[src/design/assert_macros.svh]
// assertion macros shared by the tracker rtl
// no dependencies; included by files that carry concurrent checks
`ifndef ASSERT_MACROS_SVH
`define ASSERT_MACROS_SVH

// check that is switched off while reset is high
`define ART_ASSERT(lbl, clk, rst, prop, msg) \
   lbl: assert property (@(posedge clk) disable iff (rst) prop) else $error(msg);

// check that also holds through reset
`define ART_ASSERT_ALWAYS(lbl, clk, prop, msg) \
   lbl: assert property (@(posedge clk) prop) else $error(msg);

`endif

[src/design/art_pkg.sv]
// types, codes and constants of the ack retransmit tracker
// no dependencies; imported by art_ctrl, art_dp and the top level
package art_pkg;

   localparam int ART_ENTRIES = 64;

   localparam int MAX_CLIENTS_W = 10;
   localparam int DELAY_W       = 16;
   localparam int CSR_ADDR_W    = 3;
   localparam int CSR_DATA_W    = 16;
   localparam int LIMIT_W       = 15;
   localparam int REQ_DATA_W    = 184;
   localparam int RSP_DATA_W    = 128;

   localparam logic [LIMIT_W-1:0] OVERFLOW_FACTOR = 15'd20;
   localparam logic [2:0]         RETRY_LIMIT     = 3'd7;

   // register indexes
   localparam logic [CSR_ADDR_W-1:0] CSR_MAX_CLIENTS = 3'd0;
   localparam logic [CSR_ADDR_W-1:0] CSR_DELAY0      = 3'd1;
   localparam logic [CSR_ADDR_W-1:0] CSR_DELAY1      = 3'd2;
   localparam logic [CSR_ADDR_W-1:0] CSR_DELAY2      = 3'd3;
   localparam logic [CSR_ADDR_W-1:0] CSR_DELAY3      = 3'd4;
   localparam logic [CSR_ADDR_W-1:0] CSR_DELAY4      = 3'd5;
   localparam logic [CSR_ADDR_W-1:0] CSR_DELAY5      = 3'd6;
   localparam logic [CSR_ADDR_W-1:0] CSR_DELAY6      = 3'd7;

   // register reset values
   localparam logic [MAX_CLIENTS_W-1:0] MAX_CLIENTS_RST = 10'd3;
   localparam logic [DELAY_W-1:0] DELAY0_RST = 16'd125;
   localparam logic [DELAY_W-1:0] DELAY1_RST = 16'd250;
   localparam logic [DELAY_W-1:0] DELAY2_RST = 16'd500;
   localparam logic [DELAY_W-1:0] DELAY3_RST = 16'd750;
   localparam logic [DELAY_W-1:0] DELAY4_RST = 16'd1000;
   localparam logic [DELAY_W-1:0] DELAY5_RST = 16'd2000;
   localparam logic [DELAY_W-1:0] DELAY6_RST = 16'd5000;

   typedef enum logic [1:0] {
      REQ_REGISTER = 2'd0,
      REQ_ACK      = 2'd1,
      REQ_TICK     = 2'd2,
      REQ_UNUSED   = 2'd3
   } req_kind_type;

   typedef enum logic [2:0] {
      ST_OK          = 3'd0,
      ST_DUPLICATE   = 3'd1,
      ST_OVERFLOW    = 3'd2,
      ST_ACK_INVALID = 3'd3,
      ST_RESEND      = 3'd4
   } status_type;

   typedef enum logic [1:0] {
      PUSH_STATUS    = 2'd0,
      PUSH_HOLD_MID  = 2'd1,
      PUSH_HOLD_LAST = 2'd2,
      PUSH_EMPTY     = 2'd3
   } push_src_type;

   typedef struct packed {
      logic [31:0] message_id;
      logic [31:0] peer_ip;
      logic [15:0] peer_port;
      logic [31:0] client_ident;
      logic [7:0]  msg_kind;
      logic [63:0] send_time;
      logic [2:0]  retries;
   } art_entry_type;

   typedef struct packed {
      logic [31:0] message_id;
      logic [31:0] peer_ip;
      logic [15:0] peer_port;
      logic [31:0] client_ident;
      logic [7:0]  msg_kind;
      logic [2:0]  retries;
   } art_resend_type;

   typedef struct packed {
      logic         load;
      logic         advance;
      logic         clr_slot;
      logic         bump;
      logic         insert;
      logic         push;
      push_src_type push_src;
      status_type   status;
   } art_cmd_type;

   typedef struct packed {
      req_kind_type kind;
      logic         cur_valid;
      logic         idx_last;
      logic         hit;
      logic         peer_ok;
      logic         drop;
      logic         due;
      logic         hold_vld;
      logic         out_free;
      logic         can_insert;
   } art_stat_type;

endpackage

[src/design/art_ctrl.sv]
// sequencer of the ack retransmit tracker: slot scan and result pushes
// depends on art_pkg
module art_ctrl
   import art_pkg::*;
(
   input  logic         clock,
   input  logic         reset,
   input  logic         req_tvalid,
   output logic         req_tready,
   input  art_stat_type stat,
   output art_cmd_type  cmd
);

   typedef enum logic [3:0] {
      S_IDLE   = 4'b0001,
      S_READ   = 4'b0010,
      S_EVAL   = 4'b0100,
      S_FINISH = 4'b1000
   } state_type;

   state_type state_ff, state_in;

   always_ff @(posedge clock) begin
      if (reset) begin
         state_ff <= S_IDLE;
      end else begin
         state_ff <= state_in;
      end
   end

   assign req_tready = (state_ff == S_IDLE);

   always_comb begin
      cmd      = '0;
      state_in = state_ff;
      case (state_ff)
         S_IDLE: begin
            if (req_tvalid) begin
               cmd.load = 1'b1;
               state_in = S_READ;
            end
         end
         S_READ: begin
            if (stat.kind == REQ_UNUSED) begin
               state_in = S_FINISH;
            end else if (stat.cur_valid) begin
               state_in = S_EVAL;
            end else if (stat.idx_last) begin
               state_in = S_FINISH;
            end else begin
               cmd.advance = 1'b1;
            end
         end
         S_EVAL: begin
            case (stat.kind)
               REQ_REGISTER: begin
                  if (stat.hit) begin
                     if (stat.out_free) begin
                        cmd.push     = 1'b1;
                        cmd.push_src = PUSH_STATUS;
                        cmd.status   = ST_DUPLICATE;
                        state_in     = S_IDLE;
                     end
                  end else if (stat.idx_last) begin
                     state_in = S_FINISH;
                  end else begin
                     cmd.advance = 1'b1;
                     state_in    = S_READ;
                  end
               end
               REQ_ACK: begin
                  if (stat.hit) begin
                     if (stat.out_free) begin
                        cmd.push     = 1'b1;
                        cmd.push_src = PUSH_STATUS;
                        cmd.status   = stat.peer_ok ? ST_OK : ST_ACK_INVALID;
                        cmd.clr_slot = stat.peer_ok;
                        state_in     = S_IDLE;
                     end
                  end else if (stat.idx_last) begin
                     state_in = S_FINISH;
                  end else begin
                     cmd.advance = 1'b1;
                     state_in    = S_READ;
                  end
               end
               REQ_TICK: begin
                  if (stat.drop || !stat.due || !stat.hold_vld || stat.out_free) begin
                     cmd.clr_slot = stat.drop;
                     if (!stat.drop && stat.due) begin
                        cmd.bump = 1'b1;
                        // previous resend is now known not to be the final one
                        if (stat.hold_vld) begin
                           cmd.push     = 1'b1;
                           cmd.push_src = PUSH_HOLD_MID;
                        end
                     end
                     if (stat.idx_last) begin
                        state_in = S_FINISH;
                     end else begin
                        cmd.advance = 1'b1;
                        state_in    = S_READ;
                     end
                  end
               end
               default: begin
                  state_in = S_FINISH;
               end
            endcase
         end
         S_FINISH: begin
            if (stat.out_free) begin
               cmd.push = 1'b1;
               state_in = S_IDLE;
               case (stat.kind)
                  REQ_REGISTER: begin
                     cmd.push_src = PUSH_STATUS;
                     cmd.insert   = stat.can_insert;
                     cmd.status   = stat.can_insert ? ST_OK : ST_OVERFLOW;
                  end
                  REQ_TICK: begin
                     cmd.push_src = stat.hold_vld ? PUSH_HOLD_LAST : PUSH_EMPTY;
                  end
                  default: begin
                     cmd.push_src = PUSH_STATUS;
                     cmd.status   = ST_OK;
                  end
               endcase
            end
         end
         default: begin
            state_in = S_IDLE;
         end
      endcase
   end

endmodule

[config.mk]
export PLATFORM = sky130hd
export DESIGN_NAME = art_ctrl
export DESIGN_NICKNAME = d
export VERILOG_FILES = /design/src/design/assert_macros.svh /design/src/design/art_pkg.sv /design/src/design/art_ctrl.sv
export SDC_FILE = /design/constraint.sdc
export NUM_CORES = 1
export LEC_CHECK = 0
export ABC_AREA = 1
export BUFFER_PORTS_ARGS = -buffer_cell sky130_fd_sc_hd__buf_2
export CAP_MARGIN = 20
export CELL_PAD_IN_SITES_DETAIL_PLACEMENT = 1
export CELL_PAD_IN_SITES_GLOBAL_PLACEMENT = 1
export CORE_ASPECT_RATIO = 1.75
export CORE_MARGIN = 3
export CORE_UTILIZATION = 26
export DETAILED_ROUTE_END_ITERATION = 12
export GPL_TIMING_DRIVEN = 0
export PLACE_DENSITY = 0.75
export SYNTH_ARGS = -nofsm -noshare
export SYNTH_HDL_FRONTEND = slang
export SYNTH_SLANG_ARGS = --single-unit
[constraint.sdc]
create_clock -name clock -period 0.96 [get_ports clock]
set_input_delay 0.096 -clock clock [delete_from_list [all_inputs] [get_ports clock]]
set_output_delay 0.096 -clock clock [all_outputs]
set_load 0.05 [all_outputs]
**After elaboration in Yosys (flattened, before gate mapping)**

Cells that the tools add are included.

- Bits in registers: 4
- Input bits: 14

- Reductions and logical operators: 10
- Muxes and demuxes: 43
- Equality and inequality tests: 10

Operator list:

| kind | number |
|---|---|
| 2-to-1 mux 4 bit | 8 |
| 2-to-1 mux 6 bit | 4 |
| one-hot mux 4 bit (4 select lines) | 1 |
| 2-to-1 mux 1 bit | 13 |
| 2-to-1 mux 3 bit | 4 |
| one-hot mux 6 bit (2 select lines) | 1 |
| 2-to-1 mux 2 bit | 5 |
| one-hot mux 3 bit (3 select lines) | 1 |
| one-hot mux 4 bit (2 select lines) | 1 |
| 2-to-1 mux 7 bit | 1 |
| one-hot mux 1 bit (2 select lines) | 3 |
| one-hot mux 3 bit (2 select lines) | 1 |
| equality test 2 bit (second input constant) | 2 |
| equality test 4 x 1 -> 1 bit (second input constant) | 1 |
| equality test 4 x 2 -> 1 bit (second input constant) | 1 |
| equality test 4 x 3 -> 1 bit (second input constant) | 1 |
| equality test 4 bit (second input constant) | 1 |
| inequality test 4 bit (second input constant) | 1 |
| logical NOT 1 bit | 3 |
| logical OR 1 bit | 3 |
| inequality test 3 bit (second input constant) | 1 |
| AND reduction 3 bit | 1 |
| equality test 2 x 1 -> 1 bit (second input constant) | 1 |
| logical NOT 2 bit | 1 |
| other kinds (3) | 3 |

**Logic depth before layout (Yosys ltp)**

- Word-level depth: 7
- Gate-level depth with buffers: 10

**Worst setup path after synthesis**

OpenSTA, ideal clock, no wires.

- Path type: flip-flop to output port
- Start: register state_ff[1]
- End: output cmd[1] in the netlist's numbering
- Stages on the path, launching flop included: 4
- Data required time: 0.864 ns
- Buffers on the path: 0
- Arrival time: 1.901 ns
- Setup slack: -1.037 ns
- Path through: dfxtp_1 -> nor2_4 -> nand4_1 -> o31ai_1

RTL lines:

| element | line | source |
|---|---|---|
| start: declaration | art_ctrl.sv:21 | `state_type state_ff, state_in;` |
| start signal: assignment | art_ctrl.sv:27 | `state_ff <= state_in;` |
| end: declaration | art_ctrl.sv:11 | `output art_cmd_type cmd` |

==> metrics.md <==
| Metric | Value |
|---|---|
| Worst vdd ir | a little over 0.4 mV |
| Starting density of the core | 0.283 |
| Post-synth top area cell | nand2_1 |
| Top-count cell post-synth | nand2_1 |
| Longest Clk Path Bufs | 2 |
| Detailed-route DRC error count | 0 |
| Synth Flop Type | dfxtp_1 |
| Final Wtd Congestion | roughly 0.77 |
| Gr ovfl total | 0 |
| Total track usage | 0.175 |
| Unique masters post-synth | 21 |
| Top reg by flops | state_ff |
| Clk slew on worst S/H paths | 0.04 ns |
| Fin area | between 0.001 and 0.0015 mm^2 |
| DIE AREA | 0.00297 mm^2 |
| ANT cells | 0 |
| Busiest grt layer | met2 |
| Fin worst setup slack | -0.590 ns |
| Pwr dens | just over 900 mW/mm^2 |
| Mapped Avg Cell Area | between 5 and 6 um^2 |
| Clock Sinks | 4 |
| Ports | 26 |
| Router iterations before antenna repair | 4 |
| Pins over their slew limit | 0 |
| Worst-path maximum fanout | 4 |
| HP Start | reset |
| Die Ht | approximately 70 um |
| Core Region | 0.00215 mm^2 |
| RR Startpoint | state_ff[2]$_SDFFE_PP0P_ |
| Finished Layout Cells | ~180 |
| Pleak | 0.000602 uW |
| Fin crit period | roughly 1.6 ns |
| GR Layer Usage met3 | 0.00515 |
| Vias per cell | between 5 and 6 |
| Pin count of the biggest net entering global routing | 7 |
| Mapped Cells | approximately 110 |
| Cell total after placement | 159 |
| Area Overhead vs Synth | 102% |
| Vias in the first global route | roughly 940 |
| Top cells by count, synth | nand2_1, inv_1, nor2_1 |
| Clock skew | roughly 0.0020 ns |
| GR Util met2 | 0.374 |
| Final-report setup violation count | 15 |
| Die X | 42.5 um |
| Final period util | 1.61 |
| Hold Crit Class | in2reg |
| Post-synth top area share | 0.179 |
| H-tree depth | 1 |
| Placed Instance Area | 875 um^2 |
| Worst Path Required | roughly 0.86 ns |
| Total power draw | between 1000 and 1500 uW |
| Share of post-route cells with drive strength above 1 | 0.576 |
| Nets | between 150 and 200 |
| CTS Buf Count | 3 |
| Synth top area cells | nand2_1, dfxtp_1, inv_1 |
| Post-DP HPWL | 1830 um |
| Port bufs | 24 |
| Setup_tns | -7.17 ns |
| Initial antenna violation count | 0 |
| Number of flops mapped to enable cells by yosys | 0 |
| Setup crit end kind | output pin |
| Top flop regs | state_ff x4 |
| Sequential share of the synthesized area | 0.132 |
| CTS tree | yes |
| Hold_buf cts | 0 |
| Hold Fails Final Rpt | 0 |
| Syn nets | ~130 |
| Arrival @ worst endpoint | ~1.5 ns |
| CTS Root Cell | clkbuf_4 |
| Clk_lat worst skew | 0.23 ns |
| Vias | ~930 |
| MaxCap Viol Count | 0 |
| WL/cell | 16.8 um |
| Violated checks | negative setup slack |
| Status | complete, but fails checks |
| DRT antenna net count | 0 |
| Crit path from | state_ff[0]$_SDFFE_PP1P_ |
| Critical path type | reg2out |
| Final WL | slightly above 3000 um |
| Largest register FFs | 4 |
| Warnings from Yosys | 0 |
| First-pass GRT wire length | ~4100 um |
| Floorplan row count | 22 |
| Post-Syn Area | 607 um^2 |
| M1 GR Usage | 0.160 |
| Async set-or-reset flop fraction in the synthesized netlist | 0 |
| RSZ-0062 raised after global routing | true |
| Setup crit start kind | register |
| FF+latch count, synth | 4 |
| Peak Freq | between 600 and 700 MHz |
| Initial DRC Count | 14 |
kinds of logic (layout without fill, tap and decap cells):
family                     Yosys count  in the layout  share of synthesized area
AOI/OAI and AO/OA                    9              9                     0.0804
and+or+nand+nor                     70             70                      0.550
buffers and inverters               23             70                      0.148
other                                1              1                    0.00618
adders and majority gates            4              4                     0.0825
DFF                                  4              4                      0.132
metrics by stage:
step / util / worst slack [ns] / hold slack [ns]
3_3_place_gp: 0.407 / -0.559 / 0.301
3_5_place_dp: 0.407 / -0.559 / 0.304
2_1_floorplan: - / -0.545 / 0.160
5_1_grt: 0.572 / -0.690 / 0.0731
4_1_cts: 0.491 / -0.595 / 0.0564
6_report: 0.572 / -0.590 / 0.0673
report_power, final:
group,switching [uW],internal (uW)
Clock,71.0,140
Combinational,419,259
Sequential,38.9,198
worst max-delay path, cell delays in order (launching register included):
cell and delay [ns]:
dfxtp_4 0.36, nor2_4 0.15, nand4_1 0.14, buf_6 0.16
nor2_4 0.12, nand2_2 0.08, nand2_4 0.07, buf_8 0.14
layout make-up:
type | instances | area [um^2]
tap | 24 | 30.0
sequential | 4 | 92.6
fill | 287 | 918
multi-input combinational | 84 | 621
clock buffer | 3 | 22.5
timing repair buffer | 44 | 362
inverter | 22 | 93.8
buffer | 1 | 7.51
worst paths after layout:
check             depth (start not counted)  slack [ns]                        to
setup / recovery                          7       -0.59                    cmd[3]
hold / removal                            2        0.07  state_ff[1]$_SDFFE_PP0P_
setup reg to reg                          9       -0.38  state_ff[1]$_SDFFE_PP0P_
hold reg to reg                           2        0.67  state_ff[0]$_SDFFE_PP1P_
layer usage:
metal,part of all wire,vias to the layer above
li1,-,443
met1,0.33,460
met2,0.64,23
met3,0.017,6
met4,0.017,0
met5,0,-
cells in the final DEF (no fill, tap or decap), drive strengths merged:
cell type  synthesis  layout
a21oi              4       4
buf                1      45
clkbuf             0       3
clkinvlp           0       1
conb               1       1
dfxtp              4       4
ha                 4       4
inv               22      21
nand2             32      32
nand3              8       8
nand3b             1       1
nand4              6       6
nor2              21      21
nor3               1       1
nor3b              1       1
o21ai              3       3
o22ai              1       1
o31ai              1       1
timing repair:
| action | 4_1_cts | 5_1_grt |
|---|---|---|
| pin swaps | 8 | 10 |
| endpoints found under the setup margin | 15 | 15 |
| setup buffers | 9 | 11 |
| resized for setup | 29 | 24 |
No activity file was read; power rests on OpenSTA's default activity.
